File: src/sv/vgsf_pkg.sv
// ----------------------------------------------------------------------------
// vgsf_pkg
// shared types and constants of the voxel grid shape fill block
// ----------------------------------------------------------------------------
package vgsf_pkg;

  // grid geometry
  localparam int MAX_DIM   = 64;
  localparam int COORD_W   = $clog2(MAX_DIM);
  localparam int EDIM_W    = COORD_W + 1;
  localparam int ADDR_W    = 3 * COORD_W;
  localparam int MEM_DEPTH = 1 << ADDR_W;

  // field widths
  localparam int CMD_W      = 3;
  localparam int COORD_IN_W = 8;
  localparam int RAD_W      = 7;
  localparam int CH_W       = 8;
  localparam int COL_W      = 4 * CH_W;
  localparam int CFG_DIM_W  = 7;
  localparam int BND_W      = 10;
  localparam int SQ_W       = 2 * RAD_W;
  localparam int SUM_W      = SQ_W + 2;

  // configuration port
  localparam int PADDR_W   = 5;
  localparam int PDATA_W   = 32;
  localparam int REG_IDX_W = 3;

  localparam logic [CFG_DIM_W-1:0] DIM_RESET = 7'd64;

  typedef enum logic [CMD_W-1:0] {
    CMD_READ       = 3'd0,
    CMD_PUT_VOXEL  = 3'd1,
    CMD_CUT_VOXEL  = 3'd2,
    CMD_PUT_BOX    = 3'd3,
    CMD_CUT_BOX    = 3'd4,
    CMD_PUT_SPHERE = 3'd5,
    CMD_CUT_SPHERE = 3'd6
  } cmd_t;

  typedef enum logic [REG_IDX_W-1:0] {
    REG_DIM_X       = 3'd0,
    REG_DIM_Y       = 3'd1,
    REG_DIM_Z       = 3'd2,
    REG_PAINT_RED   = 3'd3,
    REG_PAINT_GREEN = 3'd4,
    REG_PAINT_BLUE  = 3'd5,
    REG_PAINT_ALPHA = 3'd6
  } reg_idx_t;

  typedef struct packed {
    logic [CFG_DIM_W-1:0] dim_x;
    logic [CFG_DIM_W-1:0] dim_y;
    logic [CFG_DIM_W-1:0] dim_z;
    logic [CH_W-1:0]      paint_red;
    logic [CH_W-1:0]      paint_green;
    logic [CH_W-1:0]      paint_blue;
    logic [CH_W-1:0]      paint_alpha;
  } cfg_t;

  // controller to datapath
  typedef struct packed {
    logic clr_en;
    logic accept;
    logic setup;
    logic load_cnt;
    logic scan_en;
    logic rd_en;
    logic rd_cap;
    logic load_out;
  } ctrl_cmd_t;

  // datapath to controller
  typedef struct packed {
    logic clr_last;
    logic empty;
    logic is_read;
    logic is_shape;
    logic scan_last;
    logic out_busy;
  } dp_stat_t;

endpackage

File: src/sv/vgsf_regs.sv
// ----------------------------------------------------------------------------
// vgsf_regs
// apb register file: grid size and paint colour
// ----------------------------------------------------------------------------
module vgsf_regs (
  input  logic                          clk,
  input  logic                          rst_n,
  input  logic                          psel,
  input  logic                          penable,
  input  logic                          pwrite,
  input  logic [vgsf_pkg::PADDR_W-1:0]  paddr,
  input  logic [vgsf_pkg::PDATA_W-1:0]  pwdata,
  output logic [vgsf_pkg::PDATA_W-1:0]  prdata,
  output logic                          pready,
  output vgsf_pkg::cfg_t                cfg
);
  import vgsf_pkg::*;

  cfg_t     cfg_r;
  reg_idx_t idx;
  logic     wr;

  assign idx    = reg_idx_t'(paddr[PADDR_W-1:2]);
  assign wr     = psel & penable & pwrite & pready;
  assign pready = 1'b1;
  assign cfg    = cfg_r;

  always_ff @(posedge clk) begin
    if (!rst_n) begin
      cfg_r.dim_x       <= DIM_RESET;
      cfg_r.dim_y       <= DIM_RESET;
      cfg_r.dim_z       <= DIM_RESET;
      cfg_r.paint_red   <= '0;
      cfg_r.paint_green <= '0;
      cfg_r.paint_blue  <= '0;
      cfg_r.paint_alpha <= '0;
    end else if (wr) begin
      unique case (idx)
        REG_DIM_X:       cfg_r.dim_x       <= pwdata[CFG_DIM_W-1:0];
        REG_DIM_Y:       cfg_r.dim_y       <= pwdata[CFG_DIM_W-1:0];
        REG_DIM_Z:       cfg_r.dim_z       <= pwdata[CFG_DIM_W-1:0];
        REG_PAINT_RED:   cfg_r.paint_red   <= pwdata[CH_W-1:0];
        REG_PAINT_GREEN: cfg_r.paint_green <= pwdata[CH_W-1:0];
        REG_PAINT_BLUE:  cfg_r.paint_blue  <= pwdata[CH_W-1:0];
        REG_PAINT_ALPHA: cfg_r.paint_alpha <= pwdata[CH_W-1:0];
        default: ;
      endcase
    end
  end

  always_comb begin
    unique case (idx)
      REG_DIM_X:       prdata = PDATA_W'(cfg_r.dim_x);
      REG_DIM_Y:       prdata = PDATA_W'(cfg_r.dim_y);
      REG_DIM_Z:       prdata = PDATA_W'(cfg_r.dim_z);
      REG_PAINT_RED:   prdata = PDATA_W'(cfg_r.paint_red);
      REG_PAINT_GREEN: prdata = PDATA_W'(cfg_r.paint_green);
      REG_PAINT_BLUE:  prdata = PDATA_W'(cfg_r.paint_blue);
      REG_PAINT_ALPHA: prdata = PDATA_W'(cfg_r.paint_alpha);
      default:         prdata = '0;
    endcase
  end

endmodule

File: config.mk
export PLATFORM = sky130hd
export DESIGN_NAME = vgsf_regs
export DESIGN_NICKNAME = d
export VERILOG_FILES = /design/src/sv/vgsf_pkg.sv /design/src/sv/vgsf_regs.sv
export SDC_FILE = /design/constraint.sdc
export NUM_CORES = 1
export LEC_CHECK = 0
export ABC_AREA = 1
export BUFFER_PORTS_ARGS = -buffer_cell sky130_fd_sc_hd__buf_2
export CAP_MARGIN = 20
export CORE_ASPECT_RATIO = 1.2
export CORE_MARGIN = 3
export CORE_UTILIZATION = 51
export CTS_CLUSTER_DIAMETER = 120
export DETAILED_ROUTE_END_ITERATION = 10
export PLACE_DENSITY = 0.86
export SYNTH_ARGS = -nofsm -noshare
export SYNTH_HDL_FRONTEND = slang
export SYNTH_SLANG_ARGS = --single-unit
File: constraint.sdc
create_clock -name clk -period 2.3 [get_ports clk]
set_input_delay 0.345 -clock clk [delete_from_list [all_inputs] [get_ports clk]]
set_output_delay 0.345 -clock clk [all_outputs]
set_load 0.1 [all_outputs]
Word-level counts from Yosys, hierarchy flattened
Index checks and enable logic that the tools add are counted.
{ "word_totals": {"mem_count": 0, "out_inout_bits": 86, "latchBits": 0, "ram_bits": 0, "ff_bits": 53, "inputBits": 42, "rom_bits": 0} }
{ "classes": {"n_div": 0, "n_addsub": 0, "n_mux": 1, "multipliers": 0, "n_shift": 0, "n_reduce_logical": 8, "order_cmp": 0, "n_eq_ne": 6, "n_bitwise": 2} }
{ "ops": {"columns": ["op", "count"], "rows": [
  ["8-bit one-hot mux with 7 select lines", 1],
  ["2-bit AND reduction", 7],
  ["3-bit equality test, second input constant", 3],
  ["3-bit by 2-bit equality test with 1-bit output, second input constant", 2],
  ["3-bit by 1-bit equality test with 1-bit output, second input constant", 1],
  ["3-bit zero test", 1],
  ["1-bit AND", 2]
]} }

Depth between registers and ports, before layout
{ "depth": {"ltp_word": 3, "depth_mapped": 7, "depth_no_buf": 6} }

Worst setup path after synthesis
No wires, ideal clock.
{ "synth_path": {"path_type": "reg-to-output", "startpoint": "register cfg_r (netlist bit cfg[7])", "endpoint": "output prdata[7] (netlist name)", "t_required_ps": 1955, "stages_incl_launch_ff": 3, "arrival_ps": 1938, "slack_ps": 17, "n_path_buf": 0, "path_cell_list": "dfxtp_1 nand4_1 nand4_1"} }
{ "synth_between": {"elab_chain_len": 1} }
{ "synth_lines": {"columns": ["element", "line", "rtl"], "rows": [
  ["start: declaration", "vgsf_regs.sv:19", "cfg_t cfg_r;"],
  ["8-bit one-hot mux with 7 select lines", "vgsf_regs.sv:52", "unique case (idx)"],
  ["end: declaration", "vgsf_regs.sv:13", "output logic [vgsf_pkg::PDATA_W-1:0] prdata,"]
]} }
No other way between the ends.

Worst setup path in the final report
{ "layout_path": {"startpoint": "input paddr[3] (netlist name)", "endpoint": "output prdata[4] (netlist name)"} }
{ "layout_between": {"elab_chain_len": 2, "word_cells_on_any_way": 8, "cone_classes": "6 x eq/ne; 1 x mux; 1 x reduce/logical"} }
{ "layout_lines": {"columns": ["element", "line", "rtl"], "rows": [
  ["start: declaration", "vgsf_regs.sv:11", "input logic [vgsf_pkg::PADDR_W-1:0] paddr,"],
  ["3-bit equality test, or another cell as far along", "vgsf_regs.sv:52", null],
  ["8-bit one-hot mux with 7 select lines *", "vgsf_regs.sv:52", null]
]} }
Every way passes the cells marked *; elsewhere a longest branch is shown, timed or not.

==> metrics.txt <==
drt first-iter violations=306; GR Overflow Total=0; largest net degree at the start of global routing=54; via count=3,074; antenna violations before repair=0; clk_lat worst skew=0.31 ns; Die H=87.5 um; cts repair resizes=0; share of synthesized area occupied by flip-flops and latches=37.6%; CP endpoint kind=primary output; max reg flops=53; Top Usage Layer GRT=met2; wirelength, routed=7810 um; post-route clock period utilization=91.9%; Yosys top cell by area=dfxtp_1; PortBufs=76; M2 GR Usage=40.7%; Post-Synth XOR/XNOR Area=0%; Setup TNS Final=0 ns; Area Overhead vs Synth=19.1%; r2r endpoint=cfg[45]; measured slew at the worst slew-check pin=0.916 ns; WHS Endpoint=cfg[52]; simple-gate portion of the synthesized area=48.6%; vias per cell=5.32; leakage=1.68 nW; RSZ-0062 raised after global routing=false; Initial Util=52.9%; Syn Area/Cell=6.25 um^2; Total GRT Usage=24.9%; Die Span X=73.9 um; CP Max Fanout=22; IO Count=128; most frequent cells in the layout=nor2_1, nand2_1, buf_2, dfxtp_1, nand3_1; CP Launch Type=input pin; Power Density=646 nW/um^2; most common cell after layout, fill and taps aside=nor2_1; min Tclk post-route=2.11 ns; Clock Path Buffers=2; fmax=473 MHz; top cells by area, synth=dfxtp_1, nor2_1, nand2_1, nand3_1, buf_4; residual DRC count=0; Post-CTS Setup Inserts=0; clock skew=0 ns; synthesized instance count=452; post-synthesis mux area share=0%; Arr. time, crit path=1.77 ns; global-route wire length before repair=12,600 um; worst hold start=pwdata[6]; Final Hold Vio Count=0; Max-Cap Viols=0; Slew Viols, Final=0; WL/cell=13.5 um; r2r setup slk=1.63 ns; met3 Resource Use GR=4.73%; status=completed; Final GP Congestion=0.841; Worst-path clk slew=0.10 ns; combinational family with the most area after synthesis=simple AND/OR/NAND/NOR gates; Peak VDD IR=0.000412 V; row cnt=29; DP HPWL=5590 um; Fill cells=481; Unique masters post-synth=15; Worst R2R Start=cfg[45]; layout cells sized above 1=19.4%; post-layout net count=557; TritonCTS Sinks=53; cells on worst reg2reg path=2; met1 usage=31.3%; Critical Path RT=1.96 ns; Root Buffer Master=clkbuf_8; DRT Pass-1 Iters=5; core footprint=5330 um^2; mapped cell area=2820 um^2; yosys warns=0; CTS hold repair buffers=0; Worst Path Class, Setup=input pin to primary output; Worst Hold Class=input pin to flop; Synth Area in Compound Gates=0.532%; max_slew headroom=38.9%; TritonCTS clock tree=done; Total Die Area=6470 um^2; top cell type's share of synthesized area=37.6%; depth of the CTS H-tree=2; vias in the first global route=2,684; total CTS buffers=5; Antenna diodes=0; Detail Route Antenna Nets=0; Placement Setup Slack=0.248 ns; hold-critical path depth=3; post-synthesis adder-cell area fraction=0%; # setup viols final=0; FF+latch count, synth=53; worst hold slack=0.316 ns; Setup WS post-layout=0.185 ns
-- logic make-up after synthesis --
group,after synthesis
AND/OR/NAND/NOR,327
buffers and inverters,67
flip-flops,53
AO/OA/AOI/OAI,3
other,2
-- per-layer routing --
layer | wire length [um] | up-vias | share of wire [%]
li1 | - | 1499 | -
met4 | 302 | 0 | 3.9
met5 | 0 | - | 0
met2 | 3770 | 162 | 48
met3 | 715 | 27 | 9.2
met1 | 3020 | 1386 | 39
-- stage by stage --
| step | cells | power (mW) | instance area, um^2 | utilization (%) |
|---|---|---|---|---|
| 6_report | 578 | 2.18 | 3360 | 63.1 |
| 5_1_grt | 578 | 2.23 | 3360 | 63.1 |
| 3_5_place_dp | 570 | 1.44 | 3230 | 60.6 |
| 3_3_place_gp | 570 | 1.43 | 3230 | 60.6 |
| 2_1_floorplan | 475 | 1.40 | 2910 | - |
| 4_1_cts | 578 | 2.17 | 3360 | 63.1 |
-- power breakdown --
| group | switching (mW) | internal (mW) |
|---|---|---|
| logic | 0.418 | 0.0652 |
| clock network | 0.321 | 0.432 |
| registers | 0.00933 | 0.929 |
-- layout make-up --
cell class                      count  area (um^2)  share of cell area, %
Clock buffer                        5         68.8                   2.05
Inverter                           19         71.3                   2.12
Sequential cell                    53         1060                   31.5
Multi-Input combinational cell    355         1480                   44.1
Timing Repair Buffer               81          538                   16.0
Clock inverter                      3         65.1                   1.93
Tap cell                           62         77.6                   2.31
-- synth_stat cells (all sizes together) --
cell / count
buf: 41
clkbuf: 7
conb: 2
dfxtp: 53
inv: 19
nand2: 120
nand3: 49
nand4: 24
nor2: 134
o21ai: 3
-- worst max-delay path: stages --
cell and delay, ns:
buf_2 0.35, inv_2 0.20, nand3_1 0.34, nor2_1 0.08, nor2_1 0.15, nand2_1 0.11, buf_12 0.18
-- how the worst max path moves through the flow --
stage	from	cells past startpoint	end
after CTS	paddr[3]	7	prdata[4]
after detailed placement	paddr[3]	7	prdata[4]
final	paddr[3]	7	prdata[4]
after global placement	paddr[3]	7	prdata[0]
after floorplan	cfg[7]	2	prdata[7]
after global routing	paddr[3]	7	prdata[0]
Note: power is estimated with default switching activity, not from simulation.
