### src/sv/vgsf_pkg.sv
// ----------------------------------------------------------------------------
// vgsf_pkg
// shared types and constants of the voxel grid shape fill block
// ----------------------------------------------------------------------------
package vgsf_pkg;

  // grid geometry
  localparam int MAX_DIM   = 64;
  localparam int COORD_W   = $clog2(MAX_DIM);
  localparam int EDIM_W    = COORD_W + 1;
  localparam int ADDR_W    = 3 * COORD_W;
  localparam int MEM_DEPTH = 1 << ADDR_W;

  // field widths
  localparam int CMD_W      = 3;
  localparam int COORD_IN_W = 8;
  localparam int RAD_W      = 7;
  localparam int CH_W       = 8;
  localparam int COL_W      = 4 * CH_W;
  localparam int CFG_DIM_W  = 7;
  localparam int BND_W      = 10;
  localparam int SQ_W       = 2 * RAD_W;
  localparam int SUM_W      = SQ_W + 2;

  // configuration port
  localparam int PADDR_W   = 5;
  localparam int PDATA_W   = 32;
  localparam int REG_IDX_W = 3;

  localparam logic [CFG_DIM_W-1:0] DIM_RESET = 7'd64;

  typedef enum logic [CMD_W-1:0] {
    CMD_READ       = 3'd0,
    CMD_PUT_VOXEL  = 3'd1,
    CMD_CUT_VOXEL  = 3'd2,
    CMD_PUT_BOX    = 3'd3,
    CMD_CUT_BOX    = 3'd4,
    CMD_PUT_SPHERE = 3'd5,
    CMD_CUT_SPHERE = 3'd6
  } cmd_t;

  typedef enum logic [REG_IDX_W-1:0] {
    REG_DIM_X       = 3'd0,
    REG_DIM_Y       = 3'd1,
    REG_DIM_Z       = 3'd2,
    REG_PAINT_RED   = 3'd3,
    REG_PAINT_GREEN = 3'd4,
    REG_PAINT_BLUE  = 3'd5,
    REG_PAINT_ALPHA = 3'd6
  } reg_idx_t;

  typedef struct packed {
    logic [CFG_DIM_W-1:0] dim_x;
    logic [CFG_DIM_W-1:0] dim_y;
    logic [CFG_DIM_W-1:0] dim_z;
    logic [CH_W-1:0]      paint_red;
    logic [CH_W-1:0]      paint_green;
    logic [CH_W-1:0]      paint_blue;
    logic [CH_W-1:0]      paint_alpha;
  } cfg_t;

  // controller to datapath
  typedef struct packed {
    logic clr_en;
    logic accept;
    logic setup;
    logic load_cnt;
    logic scan_en;
    logic rd_en;
    logic rd_cap;
    logic load_out;
  } ctrl_cmd_t;

  // datapath to controller
  typedef struct packed {
    logic clr_last;
    logic empty;
    logic is_read;
    logic is_shape;
    logic scan_last;
    logic out_busy;
  } dp_stat_t;

endpackage

### src/sv/vgsf_ctrl.sv
// ----------------------------------------------------------------------------
// vgsf_ctrl
// command sequencer: clear pass, bounds setup, scan, read, result hand-off
// ----------------------------------------------------------------------------
module vgsf_ctrl (
  input  logic                  clk,
  input  logic                  rst_n,
  input  logic                  in_valid,
  output logic                  in_ready,
  input  vgsf_pkg::dp_stat_t    stat,
  output vgsf_pkg::ctrl_cmd_t   cmd
);
  import vgsf_pkg::*;

  typedef enum logic [8:0] {
    S_CLEAR  = 9'b000000001,
    S_IDLE   = 9'b000000010,
    S_SETUP  = 9'b000000100,
    S_CHECK  = 9'b000001000,
    S_SCAN   = 9'b000010000,
    S_FLUSH  = 9'b000100000,
    S_READ   = 9'b001000000,
    S_RDWAIT = 9'b010000000,
    S_DONE   = 9'b100000000
  } state_t;

  state_t state_r, state_nxt;

  assign in_ready = (state_r == S_IDLE);

  always_comb begin
    state_nxt = state_r;
    cmd       = '0;
    unique case (state_r)
      S_CLEAR: begin
        cmd.clr_en = 1'b1;
        if (stat.clr_last) state_nxt = S_IDLE;
      end
      S_IDLE: begin
        if (in_valid) begin
          cmd.accept = 1'b1;
          state_nxt  = S_SETUP;
        end
      end
      S_SETUP: begin
        cmd.setup = 1'b1;
        state_nxt = S_CHECK;
      end
      S_CHECK: begin
        cmd.load_cnt = 1'b1;
        if (stat.empty || !(stat.is_read || stat.is_shape)) begin
          state_nxt = S_DONE;
        end else if (stat.is_read) begin
          state_nxt = S_READ;
        end else begin
          state_nxt = S_SCAN;
        end
      end
      S_SCAN: begin
        cmd.scan_en = 1'b1;
        if (stat.scan_last) state_nxt = S_FLUSH;
      end
      S_FLUSH: begin
        // last voxel of the scan is written from the square stage here
        state_nxt = S_DONE;
      end
      S_READ: begin
        cmd.rd_en = 1'b1;
        state_nxt = S_RDWAIT;
      end
      S_RDWAIT: begin
        cmd.rd_cap = 1'b1;
        state_nxt  = S_DONE;
      end
      S_DONE: begin
        if (!stat.out_busy) begin
          cmd.load_out = 1'b1;
          state_nxt    = S_IDLE;
        end
      end
      default: state_nxt = S_CLEAR;
    endcase
  end

  always_ff @(posedge clk) begin
    if (!rst_n) begin
      state_r <= S_CLEAR;
    end else begin
      state_r <= state_nxt;
    end
  end

  // one request in flight at a time
  a_one_item: assert property (@(posedge clk) disable iff (!rst_n)
    (in_valid && in_ready) |=> !in_ready)
    else $error("second request accepted while one is in flight");

endmodule

### config.mk
export PLATFORM = sky130hd
export DESIGN_NAME = vgsf_ctrl
export DESIGN_NICKNAME = d
export VERILOG_FILES = /design/src/sv/vgsf_pkg.sv /design/src/sv/vgsf_ctrl.sv
export SDC_FILE = /design/constraint.sdc
export NUM_CORES = 1
export LEC_CHECK = 0
export ABC_CLOCK_PERIOD_IN_PS = 2230
export BUFFER_PORTS_ARGS = -buffer_cell sky130_fd_sc_hd__buf_2
export CAP_MARGIN = 20
export CORE_MARGIN = 2
export CORE_UTILIZATION = 40
export DETAILED_ROUTE_END_ITERATION = 8
export GPL_TIMING_DRIVEN = 0
export PLACE_DENSITY = 0.79
export SYNTH_ARGS = -nofsm -noshare
export SYNTH_HDL_FRONTEND = slang
export SYNTH_SLANG_ARGS = --single-unit
### constraint.sdc
create_clock -name clk -period 2.23 [get_ports clk]
set_input_delay 0.1115 -clock clk [delete_from_list [all_inputs] [get_ports clk]]
set_output_delay 0.1115 -clock clk [all_outputs]
set_load 0.01 [all_outputs]
# Word level (Yosys, flattened, before mapping)
# Cells that the tools add are included.
[word_totals]
register_bits = 9
inputBits = 9
output_inout_bits = 9
elab_cells = 36
[classes]
n_eq_ne = 13
mux = 17
n_reduce_logical = 5
[ops]
columns = ["op", "count"]
rows = [
  ["case mux 9 bit (8 select lines)", 1],
  ["two-way mux 9 bit", 5],
  ["two-way mux 1 bit", 10],
  ["== test 9 x 1 -> 1 bit, second input constant", 1],
  ["== test 9 x 2 -> 1 bit, second input constant", 1],
  ["== test 9 x 3 -> 1 bit, second input constant", 1],
  ["== test 9 x 4 -> 1 bit, second input constant", 1],
  ["== test 9 x 5 -> 1 bit, second input constant", 1],
  ["== test 9 x 6 -> 1 bit, second input constant", 1],
  ["== test 9 x 7 -> 1 bit, second input constant", 1],
  ["== test 9 x 8 -> 1 bit, second input constant", 1],
  ["== test 9 bit, second input constant", 1],
  ["inequality test 2 bit, second input constant", 4],
  ["two-way mux 7 bit", 1],
  ["AND reduction 4 bit", 1],
  ["logical OR 1 bit", 2],
  ["OR reduction 2 bit", 1],
  ["logical NOT 1 bit", 1],
]

# Longest topological paths before layout
[logic_depth]
ltp_word = 5
depth_mapped = 5
ltp_nobuf = 4

# Worst setup path before layout
# No wires, ideal clock.
[synth_path]
path_kind = "register -> register"
from = "register state_r[5]"
to = "register state_r[4]"
setup_time_ps = 70
arrival_ps = 2056
required_time_ps = 2160
path_slack_ps = 104
path_stages_with_launch = 6
n_path_buf = 1
period_less_slack_ps = 2126
path_cell_list = "dfxtp_1 -> buf_6 -> or4_4 -> or4_4 -> or4b_1 -> a21boi_1"
[synth_via]
elab_chain_len = 3
word_cells_on_any_way = 16
classes_between = "13 x eq/ne; 1 x mux; 2 x reduce/logical"
[synth_lines]
columns = ["element", "line_no", "text"]
rows = [
  ["from (decl)", "vgsf_ctrl.sv:27", "state_t state_r, state_nxt;"],
  ["from (signal assigned)", "vgsf_ctrl.sv:89", "state_r <= state_nxt;"],
  ["== test 9 x 8 -> 1 bit, or another cell as far along", "vgsf_ctrl.sv:34", "unique case (state_r)"],
  ["OR reduction 2 bit (no line) or inequality test 2 bit (tied branches)", "-", ""],
  ["case mux 9 bit (8 select lines) or AND reduction 4 bit (tied branches)", "-", ""],
]
# Several ways; a longest one is shown, not always the timed one.
# A chain may end at the register's enable or synchronous reset.

# Worst setup path after layout
# Ends and elaborated chain as after synthesis.

==> flow_metrics.tcl <==
set metrics [dict create \
    route.detailed.drc 0 \
    grt_pass1_vias 592 \
    post_cts_buffers 0 \
    total_power_mw 0.564 \
    largest_registers "state_r: 9 flops" \
    via_total_after_detailed_routing 651 \
    power_frac_seq 0.363 \
    largest_net_degree_at_the_start_of_global_routing 9 \
    design_area_um2 741 \
    die_width_um 43.0 \
    syn_inst 77 \
    syn_nets 86 \
    global_route_wire_length_before_repair_um 2540 \
    place_worst_setup_slack_ps 24.6 \
    grt_setup_unrepaired "no" \
    criticalPathCategory "reg2reg" \
    share_comb_of_total_power 0.409 \
    finalCoreUtilization 0.503 \
    setup.worst_path.start_class "register" \
    report.final.hold_viol_count 0 \
    antenna_violations_before_repair 0 \
    buffers_added_on_ports 17 \
    most_frequent_cell_on_the_critical_path "sky130_fd_sc_hd__or4_4" \
    initial_core_util 0.412 \
    mappedNetlistArea_um2 607 \
    drt_first_pass_iters 4 \
    outcome "finished, final reports clean" \
    worst-endpoint-arrival_ps 2320 \
    initialDrtViolationCount 13 \
    die_area_mm2 0.00184 \
    postSynth.topFlopCell "sky130_fd_sc_hd__dfxtp_1" \
    globalRouteTotalUtil 0.184 \
    cts_inserted_buffers 3 \
    final.setup.tns_ps 0 \
    leading_area_contributor_after_synthesis "sky130_fd_sc_hd__dfxtp_1" \
    route.detailed.vias_per_inst 5.71 \
    tritoncts_num_sinks 9 \
    netlist.area_leader.share 0.297 \
    clkPwrFrac 0.228 \
    core_mm2 0.00147 \
    max_slew.worst_pin.slew_ps 646 \
    worst_hold_slack_ps 30.3 \
    top_level_ports 18 \
    final_net_count 108 \
    chipHeight_um 43.0 \
    cts_htree_levels 1 \
    yosysSeqAreaShare 0.297 \
    worstPathMaxFanout 8 \
    ys_warn_count 0 \
    post-route-worst-setup-slack_ps 111 \
    final_period_minus_worst_setup_slack_ps 2120 \
    slowest_stage_cell_cp "sky130_fd_sc_hd__or4b_1" \
    critical_path.cell_chain "buf_6, or4_4, or4_4, or4b_1, a21boi_1" \
    synth.ff_latch_count 9 \
    timing.critical_path.slowest_cell_delay_ps 510 \
    wl_per_instance_um 13.4 \
    gp_congestion 0.839 \
    ys_types 35 \
    timing.max_slew.rel_slack 0.566 \
    finalSetupViolCount 0 \
    fin_cells 114 \
    drtAntennaViolNets 0 \
    top_register "state_r" \
    routed_wirelength_um 1530 \
    placementRows 14 \
    hold_path.class "in2reg" \
    largest_register_ffs 9 \
    post-route-period-util 0.950 \
    power.share.switching 0.396 \
    post_route_cells_drive_above_1_share 0.286 \
    synth_enable_flop_cells 0 \
    clk_pin_slew_worst_paths_ps 60 \
    vdd.ir_drop.worst_uv 274 \
    switchingPower_mw 0.224 \
    dpl.cell_count 110 \
    filler_cell_count 153 \
    max-clock-path-buffers 2 \
    mean_area_per_synthesized_cell_um2 7.88 \
    pint_mw 0.341 \
    tritoncts_clock_tree "built" \
    fmax_mhz 472 \
    cap_viol_max_count 0 \
    netlist_top_cells_area "sky130_fd_sc_hd__dfxtp_1 (30%), sky130_fd_sc_hd__nand2b_1 (5.2%), sky130_fd_sc_hd__nor2_1 (4.9%)" \
    power_per_cell_area_mw_per_mm2 762 \
    asyncSetResetFlopFracSynth 0 \
    timing.critical_path.to_type "register" \
    worstPathRequired_ps 2430 \
    leakage_nw 0.330 \
    worstSkewPairLatency_ps 270 \
    timing.clock.skew_ps 2.78 \
    layout-area-overhead-vs-synth_pct 22.1 \
    post-dp-hpwl_um 1200 \
    grt_overflow 0 \
    clk_root_buffer_cell "sky130_fd_sc_hd__clkbuf_4" \
    placed_cell_area_um2 712 \
    diodes 0 \
    slew_violations 0 \
]
cell usage in the layout (no fill, tap or decap), types with 2 or more instances in the layout:
master,netlist,routed
sky130_fd_sc_hd__a21oi_1,2,2
sky130_fd_sc_hd__buf_2,0,17
sky130_fd_sc_hd__clkbuf_4,0,3
sky130_fd_sc_hd__dfxtp_1,9,7
sky130_fd_sc_hd__dfxtp_2,0,2
sky130_fd_sc_hd__inv_1,7,7
sky130_fd_sc_hd__nand2_1,3,3
sky130_fd_sc_hd__nand2b_1,5,5
sky130_fd_sc_hd__nand3_1,2,2
sky130_fd_sc_hd__nor2_1,8,8
sky130_fd_sc_hd__nor3_1,4,4
sky130_fd_sc_hd__nor4_1,4,4
sky130_fd_sc_hd__nor4b_1,2,2
sky130_fd_sc_hd__o211ai_1,3,3
sky130_fd_sc_hd__or2_2,2,2
sky130_fd_sc_hd__or3_1,3,3
sky130_fd_sc_hd__or4_4,2,2
synth_stat cells (3+ instances only):
| cell | count |
|---|---|
| sky130_fd_sc_hd__nor3_1 | 4 |
| sky130_fd_sc_hd__dfxtp_1 | 9 |
| sky130_fd_sc_hd__inv_1 | 7 |
| sky130_fd_sc_hd__nor2_1 | 8 |
| sky130_fd_sc_hd__nor4_1 | 4 |
| sky130_fd_sc_hd__o211ai_1 | 3 |
| sky130_fd_sc_hd__or3_1 | 3 |
| sky130_fd_sc_hd__nand2b_1 | 5 |
| sky130_fd_sc_hd__nand2_1 | 3 |
cell families after synthesis:
| group | Yosys count | share of synthesized area |
|---|---|---|
| flops | 9 | 0.297 |
| xor+xnor | 2 | 0.0289 |
| buf+inv | 8 | 0.0619 |
| simple gates | 42 | 0.423 |
| compound gates | 16 | 0.190 |
final cells by class:
class / count / area (um^2) / area share
well taps: 16 / 20.0 / 0.0270
multi-input cells: 60 / 389 / 0.525
plain buffers: 1 / 11.3 / 0.0152
clock buffers: 4 / 26.3 / 0.0355
repair buffers: 17 / 85.1 / 0.115
inverters: 7 / 26.3 / 0.0355
flip-flops and latches: 9 / 183 / 0.247
power groups by stage:
stage | clock network (mW) | logic, mW | registers, mW
3_5_place_dp | 0 | 0.229 | 0.207
4_1_cts | 0.132 | 0.230 | 0.204
3_3_place_gp | 0 | 0.219 | 0.206
5_1_grt | 0.139 | 0.256 | 0.208
6_report | 0.129 | 0.231 | 0.205
2_1_floorplan | 0 | 0.168 | 0.200
final timing paths:
path | start | endpoint | slack, ps | depth (start not counted)
setup / recovery | state_r[5]$_SDFFE_PN0P_ | state_r[4]$_SDFFE_PN0P_ | 110 | 5
hold reg to reg | state_r[4]$_SDFFE_PN0P_ | state_r[7]$_SDFFE_PN0P_ | 590 | 2
setup reg to reg | state_r[5]$_SDFFE_PN0P_ | state_r[4]$_SDFFE_PN0P_ | 110 | 5
hold / removal | stat[4] | state_r[6]$_SDFFE_PN0P_ | 30 | 2
worst max-delay path: cells and delay by family (launching register included):
kind	cells	cell delay, ps
buf+inv	1	130
simple gates	3	1470
compound gates	1	140
flops	1	310
repair_timing:
item / 4_1_cts / 5_1_grt
resized for setup: 0 / 2
endpoints found under the setup margin: 0 / 1
hold buffers: 0 / 0
per-layer routing:
| layer | part of all wire | track usage | vias to the layer above | routed length, um |
|---|---|---|---|---|
| li1 | - | - | 332 | - |
| met1 | 0.43 | 0.213 | 292 | 659 |
| met2 | 0.49 | 0.315 | 23 | 746 |
| met3 | 0.054 | 0.0255 | 4 | 82 |
| met4 | 0.027 | 0.109 | 0 | 42 |
| met5 | 0 | 0 | - | 0 |
Note: power is estimated with default switching activity, not from simulation.
